File: src/activation_function_unit_defines.svh
// Assertion helpers shared by the activation unit RTL.
// Both forms expect clk and rst in scope and are off during reset.
`ifndef ACTIVATION_FUNCTION_UNIT_DEFINES_SVH
`define ACTIVATION_FUNCTION_UNIT_DEFINES_SVH

// Same-cycle implication
`define AFU_ASSERT_NOW(label, ante, cons, msg) \
  label: assert property (@(posedge clk) disable iff (rst) (ante) |-> (cons)) \
    else $error(msg);

// Next-cycle implication
`define AFU_ASSERT_NEXT(label, ante, cons, msg) \
  label: assert property (@(posedge clk) disable iff (rst) (ante) |=> (cons)) \
    else $error(msg);

`endif

File: src/afu_pkg.sv
package afu_pkg;

  // Default geometry
  localparam int DATA_WIDTH_DEF      = 16;
  localparam int FRAC_BITS_DEF       = 12;
  localparam int TABLE_ADDR_BITS_DEF = 8;

  // Configuration port
  localparam int CFG_INDEX_W = 2;
  localparam int CFG_DATA_W  = 2;

  localparam logic [CFG_INDEX_W-1:0] REG_FUNC_SEL = 2'd0;
  localparam logic [CFG_INDEX_W-1:0] REG_DERIV    = 2'd1;

  // function_select codes
  localparam logic [1:0] FN_RELU    = 2'd0;
  localparam logic [1:0] FN_SIGMOID = 2'd1;
  localparam logic [1:0] FN_TANH    = 2'd2;

  // What the last stages still have to do with an item
  typedef enum logic [1:0] {
    KIND_FWD   = 2'd0,
    KIND_DSIG  = 2'd1,
    KIND_DTANH = 2'd2
  } afu_kind_t;

  // Table build arithmetic, unsigned Q2.30
  localparam longint unsigned Q30_ONE      = 64'h0000_0000_4000_0000;
  localparam int              SERIES_TERMS = 24;

  // Truncating unsigned quotient by shift and subtract, elaboration only
  function automatic longint unsigned udiv(input longint unsigned num,
                                           input longint unsigned den);
    longint unsigned quo;
    longint unsigned rem;
    quo = 64'd0;
    rem = 64'd0;
    for (int b = 63; b >= 0; b--) begin
      rem = {rem[62:0], num[b]};
      if (rem >= den) begin
        rem    = rem - den;
        quo[b] = 1'b1;
      end
    end
    return quo;
  endfunction

  // e^-f for f in [0, 1.0], truncated Taylor series
  function automatic longint unsigned exp_neg_frac(input longint unsigned f);
    longint unsigned term;
    longint unsigned pos;
    longint unsigned neg;
    longint unsigned k;
    term = Q30_ONE;
    pos  = Q30_ONE;
    neg  = 64'd0;
    for (k = 64'd1; k <= longint'(SERIES_TERMS); k++) begin
      term = udiv((term * f) >> 30, k);
      if (k[0]) begin
        neg = neg + term;
      end else begin
        pos = pos + term;
      end
    end
    return pos - neg;
  endfunction

  // e^-v for v in [0, 8.0): fractional part by series, integer part by e^-1 steps
  function automatic longint unsigned exp_neg(input longint unsigned v);
    longint unsigned einv;
    longint unsigned r;
    longint unsigned n;
    longint unsigned i;
    einv = exp_neg_frac(Q30_ONE);
    r    = exp_neg_frac(v & (Q30_ONE - 64'd1));
    n    = (v >> 30) & 64'd15;
    for (i = 64'd0; i < n; i++) begin
      r = (r * einv) >> 30;
    end
    return r;
  endfunction

  // tanh at the center of table cell idx, rounded to frac_bits
  function automatic longint unsigned tanh_entry(input int unsigned idx,
                                                 input int unsigned frac_bits,
                                                 input int unsigned addr_bits);
    longint unsigned u;
    longint unsigned e;
    longint unsigned t;
    int unsigned     sh;
    sh = 30 - frac_bits;
    u  = (longint'(2 * idx + 1)) << (31 - addr_bits);
    e  = exp_neg(2 * u);
    t  = udiv((Q30_ONE - e) << 30, Q30_ONE + e);
    return (t + (64'd1 << (sh - 1))) >> sh;
  endfunction

endpackage

File: src/activation_function_unit.sv
// Element-wise activation unit: ReLU, sigmoid or tanh of a signed fixed-point
// value, or the derivative of that function at the value, chosen by the
// function_select and derivative_mode registers (write them only while the
// unit is empty). It takes one item per clock while the output is not stalled;
// each item passes through five register stages: input decode,
// tanh table read, operand forming, multiply, and round/saturate. Sigmoid and
// tanh come from one constant tanh table with odd symmetry, saturating to 1.0
// beyond its span; sigmoid uses s(x) = (1 + tanh(x/2)) / 2. Results are
// saturated to the signed output range and last_out follows last_element.
// A stage holds its item while the stage after it is full and stalled, so
// bubbles close up and back-pressure never drops or repeats an item.
`include "activation_function_unit_defines.svh"

module activation_function_unit #(
  parameter int DATA_WIDTH      = afu_pkg::DATA_WIDTH_DEF,
  parameter int FRAC_BITS       = afu_pkg::FRAC_BITS_DEF,
  parameter int TABLE_ADDR_BITS = afu_pkg::TABLE_ADDR_BITS_DEF
) (
  input  logic                            clk,
  input  logic                            rst,
  // configuration
  input  logic                            cfg_we,
  input  logic [afu_pkg::CFG_INDEX_W-1:0] cfg_index,
  input  logic [afu_pkg::CFG_DATA_W-1:0]  cfg_data,
  // input channel
  input  logic                            in_valid,
  output logic                            in_ready,
  input  logic signed [DATA_WIDTH-1:0]    x_value,
  input  logic                            last_element,
  // output channel
  output logic                            out_valid,
  input  logic                            out_ready,
  output logic signed [DATA_WIDTH-1:0]    y_value,
  output logic                            last_out
);

  localparam int DW = DATA_WIDTH;
  localparam int FB = FRAC_BITS;
  localparam int AB = TABLE_ADDR_BITS;
  localparam int TW = FB + 1;                       // holds 0 .. 1.0
  localparam int FW = (DW > FB + 2) ? DW : FB + 2;  // signed result before saturation
  localparam int EW = DW + AB;
  localparam int PW = 2 * TW;

  localparam logic [TW-1:0] ONE_T = {1'b1, {FB{1'b0}}};
  localparam logic [PW-1:0] HALF_P = PW'(ONE_T >> 1);
  localparam logic signed [FW-1:0] SAT_HI = FW'({1'b0, {(DW-1){1'b1}}});
  localparam logic signed [FW-1:0] SAT_LO = -SAT_HI - FW'(1);

  // Configuration registers
  logic [1:0] fsel;
  logic       dmode;

  always_ff @(posedge clk) begin
    if (rst) begin
      fsel  <= afu_pkg::FN_RELU;
      dmode <= 1'b0;
    end else if (cfg_we) begin
      case (cfg_index)
        afu_pkg::REG_FUNC_SEL: fsel  <= cfg_data[1:0];
        afu_pkg::REG_DERIV:    dmode <= cfg_data[0];
        default: ;
      endcase
    end
  end

  // Stage enables: a stage loads when it is empty or the next one moves
  logic en_1, en_2, en_3, en_4, en_out;
  logic s1_valid, s2_valid, s3_valid, s4_valid;

  assign en_out   = !out_valid || out_ready;
  assign en_4     = !s4_valid || en_out;
  assign en_3     = !s3_valid || en_4;
  assign en_2     = !s2_valid || en_3;
  assign en_1     = !s1_valid || en_2;
  assign in_ready = en_1;

  always_ff @(posedge clk) begin
    if (rst) begin
      s1_valid  <= 1'b0;
      s2_valid  <= 1'b0;
      s3_valid  <= 1'b0;
      s4_valid  <= 1'b0;
      out_valid <= 1'b0;
    end else begin
      if (en_1)   s1_valid  <= in_valid;
      if (en_2)   s2_valid  <= s1_valid;
      if (en_3)   s3_valid  <= s2_valid;
      if (en_4)   s4_valid  <= s3_valid;
      if (en_out) out_valid <= s4_valid;
    end
  end

  // ---- Stage 1: magnitude, table index, span check ----
  logic [DW-1:0] mag;
  logic [EW-1:0] ext;
  logic [EW-1:0] scaled;
  logic          halve;

  assign mag    = x_value[DW-1] ? (~x_value + 1'b1) : x_value;
  assign ext    = {mag, {AB{1'b0}}};
  assign halve  = (fsel == afu_pkg::FN_SIGMOID);
  assign scaled = halve ? (ext >> (FB + 3)) : (ext >> (FB + 2));

  logic signed [DW-1:0] s1_x;
  logic                 s1_last;
  logic                 s1_neg;
  logic                 s1_sat;
  logic [AB-1:0]        s1_idx;

  always_ff @(posedge clk) begin
    if (en_1) begin
      s1_x    <= x_value;
      s1_last <= last_element;
      s1_neg  <= x_value[DW-1];
      s1_sat  <= (scaled >> AB) != '0;
      s1_idx  <= scaled[AB-1:0];
    end
  end

  // ---- Stage 2: table read ----
  logic [TW-1:0]        rom_data;
  logic signed [DW-1:0] s2_x;
  logic                 s2_last;
  logic                 s2_neg;
  logic                 s2_sat;

  afu_tanh_rom #(
    .FRAC_BITS       (FB),
    .TABLE_ADDR_BITS (AB)
  ) u_rom (
    .clk     (clk),
    .rd_en   (en_2),
    .rd_addr (s1_idx),
    .rd_data (rom_data)
  );

  always_ff @(posedge clk) begin
    if (en_2) begin
      s2_x    <= s1_x;
      s2_last <= s1_last;
      s2_neg  <= s1_neg;
      s2_sat  <= s1_sat;
    end
  end

  // ---- Stage 3: sigmoid, forward value, multiplier operands ----
  logic [TW-1:0]        tmag;
  logic [TW:0]          sig_sum;
  logic [TW-1:0]        sig;
  logic                 x_pos;
  logic signed [FW-1:0] fwd;
  afu_pkg::afu_kind_t   kind;
  logic [TW-1:0]        op_a, op_b;

  assign tmag    = s2_sat ? ONE_T : rom_data;
  assign sig_sum = s2_neg ? ({1'b0, ONE_T} - {1'b0, tmag} + (TW+1)'(1))
                          : ({1'b0, ONE_T} + {1'b0, tmag} + (TW+1)'(1));
  assign sig     = sig_sum[TW:1];
  assign x_pos   = !s2_x[DW-1] && (s2_x != '0);

  always_comb begin
    fwd  = '0;
    kind = afu_pkg::KIND_FWD;
    op_a = tmag;
    op_b = tmag;
    case (fsel)
      afu_pkg::FN_RELU: begin
        if (dmode) fwd = x_pos ? $signed(FW'(ONE_T)) : '0;
        else       fwd = x_pos ? FW'(s2_x) : '0;
      end
      afu_pkg::FN_SIGMOID: begin
        fwd  = $signed(FW'(sig));
        op_a = sig;
        op_b = ONE_T - sig;
        if (dmode) kind = afu_pkg::KIND_DSIG;
      end
      afu_pkg::FN_TANH: begin
        fwd = s2_neg ? -$signed(FW'(tmag)) : $signed(FW'(tmag));
        if (dmode) kind = afu_pkg::KIND_DTANH;
      end
      default: fwd = '0;
    endcase
  end

  logic                 s3_last;
  afu_pkg::afu_kind_t   s3_kind;
  logic signed [FW-1:0] s3_fwd;
  logic [TW-1:0]        s3_mul_a, s3_mul_b;

  always_ff @(posedge clk) begin
    if (en_3) begin
      s3_last  <= s2_last;
      s3_kind  <= kind;
      s3_fwd   <= fwd;
      s3_mul_a <= op_a;
      s3_mul_b <= op_b;
    end
  end

  // ---- Stage 4: multiply ----
  logic                 s4_last;
  afu_pkg::afu_kind_t   s4_kind;
  logic signed [FW-1:0] s4_fwd;
  logic [PW-1:0]        s4_prod;

  always_ff @(posedge clk) begin
    if (en_4) begin
      s4_last <= s3_last;
      s4_kind <= s3_kind;
      s4_fwd  <= s3_fwd;
      s4_prod <= PW'(s3_mul_a) * PW'(s3_mul_b);
    end
  end

  // ---- Stage 5: round, derivative select, saturate ----
  logic [PW-1:0]        rnd_sum;
  logic [TW-1:0]        rnd;
  logic signed [FW-1:0] res;
  logic signed [DW-1:0] res_sat;

  assign rnd_sum = s4_prod + HALF_P;
  assign rnd     = rnd_sum[FB +: TW];

  always_comb begin
    case (s4_kind)
      afu_pkg::KIND_DSIG:  res = $signed(FW'(rnd));
      afu_pkg::KIND_DTANH: res = $signed(FW'(ONE_T) - FW'(rnd));
      default:             res = s4_fwd;
    endcase
    if (res > SAT_HI)      res_sat = SAT_HI[DW-1:0];
    else if (res < SAT_LO) res_sat = SAT_LO[DW-1:0];
    else                   res_sat = res[DW-1:0];
  end

  always_ff @(posedge clk) begin
    if (en_out) begin
      y_value  <= res_sat;
      last_out <= s4_last;
    end
  end

  // ---- Checks ----
  `AFU_ASSERT_NOW(a_ready_chain, out_ready, in_ready,
    "input not ready although output is being drained")
  `AFU_ASSERT_NEXT(a_s4_hold, s4_valid && !en_out, s4_valid && $stable(s4_prod),
    "multiply stage lost its item during a stall")
  `AFU_ASSERT_NOW(a_tanh_square, s3_valid && (s3_kind == afu_pkg::KIND_DTANH),
    s3_mul_a == s3_mul_b, "tanh derivative operands differ")
  `AFU_ASSERT_NOW(a_sigmoid_nonneg, out_valid && (fsel == afu_pkg::FN_SIGMOID),
    !y_value[DW-1], "negative sigmoid result")

endmodule

File: src/afu_tanh_rom.sv
// Constant tanh table over [0, 4.0), one cell per step, registered read.
module afu_tanh_rom #(
  parameter int FRAC_BITS       = afu_pkg::FRAC_BITS_DEF,
  parameter int TABLE_ADDR_BITS = afu_pkg::TABLE_ADDR_BITS_DEF
) (
  input  logic                       clk,
  input  logic                       rd_en,
  input  logic [TABLE_ADDR_BITS-1:0] rd_addr,
  output logic [FRAC_BITS:0]         rd_data
);

  localparam int DEPTH = 1 << TABLE_ADDR_BITS;
  localparam int TW    = FRAC_BITS + 1;

  logic [TW-1:0] table_data [DEPTH];

  // Contents are fixed at elaboration
  for (genvar g = 0; g < DEPTH; g++) begin : g_entry
    localparam longint unsigned ENTRY =
      afu_pkg::tanh_entry(g, FRAC_BITS, TABLE_ADDR_BITS);
    assign table_data[g] = ENTRY[TW-1:0];
  end

  // Read port
  always_ff @(posedge clk) begin
    if (rd_en) begin
      rd_data <= table_data[rd_addr];
    end
  end

endmodule

File: config.mk
export PLATFORM = sky130hd
export DESIGN_NAME = activation_function_unit
export DESIGN_NICKNAME = d
export VERILOG_FILES = /design/src/afu_pkg.sv /design/src/activation_function_unit.sv /design/src/afu_tanh_rom.sv
export VERILOG_INCLUDE_DIRS = /design/src /design/src/src
export SDC_FILE = /design/constraint.sdc
export NUM_CORES = 1
export LEC_CHECK = 0
export ABC_AREA = 1
export BUFFER_PORTS_ARGS = -buffer_cell sky130_fd_sc_hd__buf_4
export CORE_MARGIN = 4
export CORE_UTILIZATION = 48
export CTS_CLUSTER_DIAMETER = 80
export DETAILED_ROUTE_END_ITERATION = 6
export GPL_TIMING_DRIVEN = 0
export SKIP_CTS_REPAIR_TIMING = 1
export SYNTH_ARGS = -nofsm -noshare
export SYNTH_HDL_FRONTEND = slang
export SYNTH_HIERARCHICAL = 1
export SYNTH_SLANG_ARGS = --single-unit
File: constraint.sdc
create_clock -name clk -period 6.4 [get_ports clk]
set_input_delay 0.96 -clock clk [delete_from_list [all_inputs] [get_ports clk]]
set_output_delay 0.96 -clock clk [all_outputs]
set_load 0.01 [all_outputs]
# Word level (Yosys, flattened, before mapping)
# Memories as Yosys holds them, arrays and structs flattened. A register that Yosys moved wholly into a read port is not among the register bits.
# Cells that the tools add are included.
[word_totals]
regBits = 160
mem_bits_ro = 3328
mem_count = 1
latch_bits = 0
elab_cells = 81
ram_bits = 0
[memory_table]
columns = ["name", "depth", "width", "read_ports", "rd_clocked_by_memory_dff", "wr", "line_no", "text"]
rows = [
  ["(name not given)", 256, 13, 1, 1, 0, "afu_tanh_rom.sv:27", "rd_data <= table_data[rd_addr];"],
]
[classes]
n_eq_ne = 5
div = 0
multipliers = 1
shifts = 0
magnitude_cmp = 2
bitwise_logic = 2
n_reduce_logical = 18
n_addsub = 9
n_mux = 16
[op_table]
columns = ["operator", "count"]
rows = [
  ["$mux W16", 5],
  ["$mux W13", 4],
  ["$pmux W16 S3", 1],
  ["$pmux W16 S2", 1],
  ["$add A14 B1 Y14 const B", 2],
  ["$sub A13 B13 Y14 const A", 2],
  ["$add A25 B12 Y25 const B", 1],
  ["$mul A13 B13 Y25", 1],
  ["$reduce_bool A24 Y1", 1],
  ["$add A16 B1 Y16 const B", 1],
  ["$gt A16 B16 Y1 const B", 1],
  ["$lt A16 B16 Y1 const B", 1],
  ["$neg A13 Y16", 1],
  ["$not A16 Y16", 1],
  ["$reduce_bool A16 Y1", 1],
  ["$add A13 B13 Y14 const A", 1],
  ["$mux W14", 1],
  ["$sub A13 B13 Y13 const A", 1],
  ["$mux W10", 1],
  ["$not A8 Y9", 1],
  ["$eq A2 B1 Y1 const B", 3],
  ["$logic_not A1 Y1", 6],
  ["$logic_or A1 B1 Y1", 5],
  ["$eq A2 B2 Y1 const B", 2],
  ["other kinds (6)", 8],
]

# Longest topological paths before layout
# Gate-level depths: netlist (run 1).
[depth]
depth_word = 6
depth_mapped = 25
ltp_nobuf = 24

# Hierarchy
# The synthesis (run 1) kept the hierarchy.
[by_module_without_submodules]
columns = ["mod", "cells_per_inst", "instances", "area_per_inst_um2"]
rows = [
  ["activation_function_unit", 1579, 1, 13032.5],
  ["afu_tanh_rom", 511, 1, 2748.9],
]

# Least setup slack after synthesis (run 1)
# OpenSTA, ideal clock, no wires.
[synth_timing]
kind = "reg2reg"
from = "register s3_mul_a[4]"
to = "register s4_prod[23] (data pin)"
slack_ns = 1.394
synth_period_minus_slack_ns = 5.006
path_stages_with_launch = 22
arrival_ns = 4.754
cell_sequence = "edfxtp_1 > clkbuf_1 > nand2_1 > inv_1 > fa_1 > inv_1 > fa_1 > inv_1 > fa_1 > fa_1 > inv_1 > fa_1 > inv_1 > ha_1 > a21oi_1 > o21ai_0 > inv_1 > nor2_1 > a2111oi_0 > nand2_1 > nand2_1 > nand2_1"
[synth_between]
elab_chain_cells = 1
[synth_lines]
columns = ["item", "line_no", "text"]
rows = [
  ["start, declared", "activation_function_unit.sv:189", "logic [TW-1:0] s3_mul_a, s3_mul_b;"],
  ["start signal, assigned", "activation_function_unit.sv:196", "s3_mul_a <= op_a;"],
  ["$mul A13 B13 Y25", "activation_function_unit.sv:212", "s4_prod <= PW'(s3_mul_a) * PW'(s3_mul_b);"],
  ["end signal, assigned", "activation_function_unit.sv:212", ""],
  ["end, declared", "activation_function_unit.sv:205", "logic [PW-1:0] s4_prod;"],
]
# Every way passes these cells.
# A chain may end at the register's enable or synchronous reset.

# Final worst setup path (run 1)
# Ends and elaborated chain as after synthesis.

==> impl_metrics.yaml, run 1 <==
hold_path:
  holdPathStages: 0
  hold_path.class: "reg2reg"
  hold_end: "s4_fwd[6]$_DFFE_PP_"
  hold_start: "s3_fwd[6]$_DFFE_PP_"
sta:
  finalSetupViolCount: 0
  fin_worst_hold_slack_ns: 0.411
  finalCritPeriodShare: 0.912
  final-max-slew-violation-count: 0
  hold_viol_final: 0
  tightest_slew_ns: 1.33
  final.setup.tns_ns: 0
  rsz0062_at_grt: "no"
  skew_ns: 0.0107
  fmax_ghz: 0.171
  slew_headroom: 0.113
  period_needed_ns: 5.84
critical_path:
  slowest_stage: "fa_1"
  timing.critical_path.mode_cell: "inv_1"
  cp-end-kind: "flop"
  path_cells: "clkbuf_1, nand2_1, inv_1, fa_1, inv_1, fa_1, inv_1, fa_1, fa_1, inv_1, fa_1, inv_1, ha_1, a21oi_1, o21ai_0, inv_1, nor2_1, a2111oi_0, nand2_1, nand2_1, nand2_1"
  max_stage_delay_ns: 0.54
  r2r_start: "s3_mul_a[4]$_DFFE_PP_"
  reg2reg_depth: 21
  arrival_ns: 6.01
  worst-path-max-fanout: 10
  r2r_slack_ns: 0.56
  critPathKind: "reg2reg"
  crit_path_start_kind: "flop"
  critical_path_required_ns: 6.57
  r2r-end: "s4_prod[23]$_DFFE_PP_"
placement:
  port_buffers: 43
  gp_congestion: 0.987
  place_hpwl_um: 38400
  placedInstanceArea_sq_um: 16700
yosys:
  syn-num-nets: 2328
  synth_cell_type_count: 54
  synthesis.area_sq_um: 15800
  yosysSeqAreaShare: 0.296
  synth_edf_count: 150
  synth_cells: 2090
  syn_area_per_cell_sq_um: 7.55
  async_flop_share: 0
  synth-seq-cells: 158
  ys_warn_count: 6
  ys.flop_type: "edfxtp_1"
clocking:
  cts_tree: "built"
  cts_buffer_depth: 2
  clock-root-buffer: "clkbuf_16"
  clk_latency_ns: 0.43
  clock_sinks: 158
  cts_buffers: 17
  htreeDepth: 4
  path_clk_slew_ns: 0.07
floorplan:
  die_area_sq_um: 35800
  fp.dieW_um: 189
  io_pins: 45
  initial_utilization: 0.486
  num_rows: 66
  die_y_um: 189
  fp.coreArea_sq_um: 32500
drt:
  ant_nets: 0
  drt_wl_total_um: 47800
  drtIter0Drc: 1190
  dr.pass1.iters: 6
  vias: 14019
  viasPerCell: 5.38
  drt-wirelength-per-cell_um: 18.3
  drcViolationCount: 0
grt:
  antenna_found_initial: 0
  first_global_vias: 14058
  grt_max_degree: 47
  overflow: 0
  grt_use_total: 0.270
  grt_first_pass_wirelength_um: 75800
outcome:
  status: "finished clean"
finish:
  drive_gt1_frac: 0.0744
  finish.utilization: 0.531
  multi_input_area_sq_um: 9260
  layout.nets: 2390
  seq_area_sq_um: 4660
  fillers: 3154
  stdcell_area_sq_um: 17200
  n_antenna_cell: 0
  area_growth_pct: 9.24
flow_run:
  drv_cap: 0
## worst max-delay path: cells and delay by family, from the launching register on
family,cells,cell delay (ns)
DFF,1,0.49
buffers and inverters,7,0.69
adders and majority gates,6,3.00
and+or+nand+nor,5,0.44
AOI/OAI and AO/OA,3,0.95
## layout by cell type (no fill, tap or decap), types with 6 or more instances in the layout
cell type,netlist,routed
fa_1,119,119
nand3_1,142,142
o21ai_1,24,24
nand2_2,22,22
nand4_1,25,25
buf_4,4,47
inv_1,388,387
nor2_2,10,10
nor3_1,16,16
ha_1,93,93
o21ai_0,73,73
buf_2,17,17
dfxtp_1,8,8
clkbuf_16,0,17
clkbuf_1,48,49
inv_2,7,8
nor2_1,125,125
a31oi_1,19,19
edfxtp_1,150,150
nand2_1,619,619
xor2_1,18,18
o211ai_1,18,18
a21oi_1,70,70
o21bai_1,6,6
## logic make-up (layout without fill, tap and decap cells)
family | count (synthesis) | count (layout) | synth area share
AOI/OAI and AO/OA | 234 | 234 | 0.0838
muxes | 2 | 2 | 0.00127
adders and majority gates | 212 | 212 | 0.225
buffers and inverters | 475 | 550 | 0.117
DFF | 158 | 158 | 0.296
and+or+nand+nor | 985 | 985 | 0.264
other | 1 | 1 | 0.000238
xor gates and xnor gates | 23 | 23 | 0.0128
## final cells by class
class / count / share of cell area
inverter: 399 / 0.0870
tap: 442 / 0.0321
buffer: 76 / 0.0205
clock buffer: 20 / 0.0265
sequential: 158 / 0.271
multi-input combinational: 1457 / 0.537
clock inverter: 12 / 0.00733
timing repair buffer: 43 / 0.0187
## cells in the mapped netlist, types with 4 or more instances
cell | count | area (sq um)
or2_2 | 5 | 31.3
edfxtp_1 | 150 | 4500
clkbuf_1 | 48 | 180
nand3_1 | 142 | 711
buf_6 | 4 | 45.0
fa_1 | 119 | 2380
nor2_1 | 125 | 469
xnor2_1 | 5 | 43.8
o211ai_1 | 18 | 135
xor2_1 | 18 | 158
dfxtp_1 | 8 | 160
a31oi_1 | 19 | 119
buf_4 | 4 | 30.0
nand2_1 | 619 | 2320
nand4_1 | 25 | 156
nor4_1 | 4 | 25.0
a21oi_1 | 70 | 350
nor2_2 | 10 | 62.6
nand2_2 | 22 | 138
o21ai_0 | 73 | 365
inv_2 | 7 | 26.3
ha_1 | 93 | 1160
o21ai_1 | 24 | 120
buf_2 | 17 | 85.1
nor3_1 | 16 | 80.1
nand2_4 | 5 | 56.3
inv_1 | 388 | 1460
o21bai_1 | 6 | 45.0
o22ai_1 | 4 | 25.0
## routing by layer
metal | part of all wire | vias to the layer above | global-route usage | wire [um]
li1 | - | 6731 | - | -
met4 | 0.047 | 0 | 0.118 | 2250
met5 | 0 | - | 0 | 0
met1 | 0.42 | 6572 | 0.354 | 20200
met2 | 0.46 | 589 | 0.444 | 22100
met3 | 0.069 | 127 | 0.0435 | 3290
## how the worst max path moves through the flow
stage,slack (ns),cells after the start,from,endpoint
finish,0.56,21,s3_mul_a[4]$_DFFE_PP_,s4_prod[23]$_DFFE_PP_
global route,0.19,10,out_ready,in_ready
CTS,0.50,10,out_ready,in_ready
detailed placement,0.52,10,out_ready,in_ready
global placement,0.19,10,out_ready,in_ready
floorplan,1.39,21,s3_mul_a[4]$_DFFE_PP_,s4_prod[23]$_DFFE_PP_
## stage by stage
step	worst slack, ns	cells
final	0.563	2607
after CTS	0.504	2607
after global routing	0.194	2607
after floorplan	1.39	2090
after detailed placement	0.516	2575
after global placement	0.193	2575
## state kept, by name, indices dropped and copies added, names as in the netlist, 8 cells and up
signal         count
s4_prod           14
s4_fwd            16
s2_x              16
y_value           16
s3_fwd            16
s1_idx             8
s3_mul_b          12
s1_x              16
u_rom/rd_data     12
s3_mul_a          13
Power of run 1 is not shown: default switching activity piles up to over one toggle a cycle in this logic, so the estimate is an artifact.
==> inputs of run 2 (changes only) <==
Settings changed: PLACE_DENSITY set to 0.66.
Clock period 6.4 ns to 4.9 ns, I/O delays scaled along.
==> impl_metrics.yaml, run 2 (synthesis results as in run 1) <==
outcome:
  status: "finished with violations"
  violations: "negative setup slack"
critical_path:
  worst-path-max-fanout: 3
  critical_path_required_ns: 5.10
  r2r_start: "s3_mul_a[5]$_DFFE_PP_"
  cp-end-kind: "flop"
  arrival_ns: 5.27
  startpoint: "s3_mul_a[5]$_DFFE_PP_"
  critPathKind: "reg2reg"
  crit_path_start_kind: "flop"
sta:
  rsz0062_at_grt: "yes"
  tightest_slew_ns: 1.09
  finalCritPeriodShare: 1.04
  worst_slack_ns: -0.176
  period_needed_ns: 5.08
  fmax_ghz: 0.197
  hold_viol_final: 0
  final-max-slew-violation-count: 0
  finalSetupViolCount: 10
  final.setup.tns_ns: -0.897
  slew_headroom: 0.274
  skew_ns: 0.0120
placement:
  port_buffers: 43
  gp_congestion: 1.01
  place_hpwl_um: 37300
  placedInstanceArea_sq_um: 16700
  pre_cts_ws_ns: -0.673
grt:
  grt_use_total: 0.266
  grt_first_pass_wirelength_um: 74400
  use_met3: 0.0446
  first_global_vias: 13613
  overflow: 0
  grt.busiest_layer: "met2"
  antenna_found_initial: 0
  use_met2: 0.427
  globalRouteMet1Util: 0.357
  grt_max_degree: 47
floorplan:
  die_area_sq_um: 35800
  fp.dieW_um: 189
  io_pins: 45
  initial_utilization: 0.486
  fp.coreArea_sq_um: 32500
  die_y_um: 189
  num_rows: 66
hold_path:
  hold_path.class: "reg2reg"
  hold_start: "s3_fwd[2]$_DFFE_PP_"
drt:
  drt-wirelength-per-cell_um: 18.2
  drt_wl_total_um: 48700
  drcViolationCount: 0
  viasPerCell: 5.38
  dr.pass1.iters: 6
  ant_nets: 0
  drtIter0Drc: 1191
  vias: 14411
clocking:
  clock_sinks: 158
  cts_buffers: 17
  clock-root-buffer: "clkbuf_16"
  htreeDepth: 4
  clk_latency_ns: 0.44
  path_clk_slew_ns: 0.07
  cts_buffer_depth: 2
  cts_tree: "built"
flow_run:
  drv_cap: 0
finish:
  layout_common_cells: "nand2_1 (594), inv_1 (364), edfxtp_1 (150)"
  layout.nets: 2462
  drive_gt1_frac: 0.158
  n_antenna_cell: 0
  finish.utilization: 0.570
  area_growth_pct: 17.2
  stdcell_area_sq_um: 18500
  layout_commonest_cell: "nand2_1"
[run 2: cell count changes in the layout (fill, tap and decap cells not counted), sizes merged]
cell      previous run  this run
buf                 70       165
bufinv               1         2
clkbuf              69        43
clkinvlp             4         3
inv                402       403
clkinv               4         6
[run 2: final cells by class]
type / instances / area [sq um]
Fill cell: 2984 / 14000
Multi-Input combinational cell: 1457 / 9730
Sequential cell: 158 / 4660
Inverter: 399 / 1500
Timing Repair Buffer: 115 / 921
Tap cell: 442 / 553
Buffer: 76 / 504
Clock buffer: 17 / 425
Clock inverter: 15 / 195
[run 2: worst paths after layout]
check	to	slack, ns	cells past startpoint
max	s4_prod[16]$_DFFE_PP_	-0.18	21
min	s4_fwd[2]$_DFFE_PP_	0.42	0
max reg2reg	s4_prod[16]$_DFFE_PP_	-0.18	21
min reg2reg	s4_fwd[2]$_DFFE_PP_	0.42	0
[run 2: metal layers]
| metal | up-vias | share of wire |
|---|---|---|
| met2 | 617 | 0.46 |
| li1 | 6887 | - |
| met1 | 6762 | 0.42 |
| met5 | - | 0 |
| met4 | 0 | 0.048 |
| met3 | 145 | 0.071 |
[run 2: metrics by stage]
| stage | std cells | hold slack [ns] |
|---|---|---|
| after detailed placement | 2575 | 0.405 |
| after global placement | 2575 | 0.401 |
| after CTS | 2607 | 0.420 |
| after global routing | 2679 | 0.425 |
| after floorplan | 2090 | 0.400 |
| final | 2679 | 0.419 |
[run 2: critical path: stages (launching register included)]
cell,delay [ns]
edfxtp_1,0.47
buf_6,0.16
nand2_2,0.07
inv_2,0.04
fa_1,0.53
inv_1,0.06
fa_2,0.54
inv_2,0.05
fa_1,0.49
inv_1,0.05
fa_2,0.51
inv_1,0.05
fa_2,0.38
ha_4,0.26
a21oi_2,0.17
nor2_1,0.08
nor2_2,0.15
nor2_2,0.07
a311oi_2,0.26
nand2_2,0.16
buf_6,0.14
xor2_1,0.13
Power of run 2 is left out for the same reason.
==> inputs of run 3 (changes only) <==
Settings changed: RECOVER_POWER set to 50, SETUP_SLACK_MARGIN set to 0.05.
==> impl_metrics.yaml, run 3 (synthesis results as in run 1) <==
critical_path:
  crit_path_start_kind: "flop"
  r2r_start: "s3_mul_a[5]$_DFFE_PP_"
  cp_top_family: "adder cells"
  critPathBufInv: 7
  cp-end-kind: "flop"
  critPathKind: "reg2reg"
  arrival_ns: 5.26
  path_cells: "buf_6, buf_4, nand2_1, inv_1, fa_1, inv_1, fa_1, inv_2, fa_1, inv_1, fa_2, inv_2, fa_2, ha_4, nand4_1, o21ai_4, nand2_1, nand2_2, nand2_2, nand2_4, xor2_1"
  max_stage_delay_ns: 0.52
  slowest_stage: "fa_1"
  critical_path_required_ns: 5.12
  worst-path-max-fanout: 5
  startpoint: "s3_mul_a[5]$_DFFE_PP_"
finish:
  drive_gt1_frac: 0.143
  finish.utilization: 0.565
  layout_commonest_cell: "nand2_1"
  area_growth_pct: 16.1
  n_antenna_cell: 0
  layout.nets: 2461
  layout_common_cells: "nand2_1 (595), inv_1 (364), edfxtp_1 (150)"
  fillers: 3023
floorplan:
  die_y_um: 189
  initial_utilization: 0.486
  fp.dieW_um: 189
  fp.coreArea_sq_um: 32500
  io_pins: 45
  die_area_sq_um: 35800
  num_rows: 66
clocking:
  cts_buffer_depth: 2
  cts_buffers: 17
  cts_tree: "built"
  htreeDepth: 4
  clock_sinks: 158
  path_clk_slew_ns: 0.07
  clock-root-buffer: "clkbuf_16"
  clk_latency_ns: 0.43
drt:
  drt_wl_total_um: 48300
  vias: 14484
  dr.pass1.iters: 5
  drtIter0Drc: 1358
  drt-wirelength-per-cell_um: 18.0
  viasPerCell: 5.41
  ant_nets: 0
  drcViolationCount: 0
placement:
  pre_cts_ws_ns: -0.623
  gp_congestion: 1.04
  port_buffers: 43
  place_hpwl_um: 36900
outcome:
  status: "finished with violations"
  violations: "negative setup slack"
sta:
  period_needed_ns: 5.04
  slew_headroom: 0.0234
  final-max-slew-violation-count: 0
  fin_worst_hold_slack_ns: 0.418
  fmax_ghz: 0.199
  hold_viol_final: 0
  rsz0062_at_grt: "yes"
  worst_slack_ns: -0.137
  tightest_slew_ns: 1.46
  final.setup.tns_ns: -0.934
  finalSetupViolCount: 10
  skew_ns: 0.0183
  finalCritPeriodShare: 1.03
hold_path:
  hold_path.class: "reg2reg"
  hold_start: "s3_fwd[6]$_DFFE_PP_"
grt:
  antenna_found_initial: 0
  first_global_vias: 14025
  overflow: 0
  grt_use_total: 0.263
  grt_max_degree: 47
  grt_first_pass_wirelength_um: 74500
flow_run:
  drv_cap: 0
==> run 3: cell count changes in the layout (fill, tap and decap cells not counted), sizes merged <==
cell      change
clkbuf       +38
clkinv        +3
clkinvlp      -1
bufinv        -1
inv           -1
buf          -39
==> run 3: area by class of cell <==
type                            instances  area [sq um]  share of cell area
Buffer                                 76           495              0.0270
Clock buffer                           17           425              0.0232
Clock inverter                         15           194              0.0106
Inverter                              399          1500              0.0818
Multi-Input combinational cell       1457          9720               0.531
Sequential cell                       158          4660               0.255
Tap cell                              442           553              0.0302
Timing Repair Buffer                  114           771              0.0421
==> run 3: metal layers <==
layer	part of all wire	track usage	vias up
li1	-	-	6872
met1	0.42	0.352	6830
met2	0.47	0.427	644
met3	0.078	0.0465	138
met4	0.039	0.105	0
met5	0	0	-
==> run 3: worst reg2reg max path: cells and delay by family, from the launching register on <==
family                     cells  cell delay, ns
adders and majority gates      6            2.56
and+or+nand+nor                6            0.60
AOI/OAI and AO/OA              1            0.24
xor gates and xnor gates       1            0.28
DFF                            1            0.47
buffers and inverters          7            0.69
==> run 3: stage by stage <==
stage / cell area [sq um] / cells
finish: 18300 / 2678
global placement: 16700 / 2575
floorplan: 15800 / 2090
global route: 18300 / 2678
CTS: 17300 / 2607
detailed placement: 16700 / 2575
==> run 3: path summary, 6_finish.rpt <==
path | end | slack (ns) | depth (start not counted)
worst max-delay path | s4_prod[15]$_DFFE_PP_ | -0.14 | 21
worst min-delay path | s4_fwd[6]$_DFFE_PP_ | 0.42 | 0
worst max register to register | s4_prod[15]$_DFFE_PP_ | -0.14 | 21
worst min register to register | s4_fwd[6]$_DFFE_PP_ | 0.42 | 0
Power of run 3 is left out for the same reason.
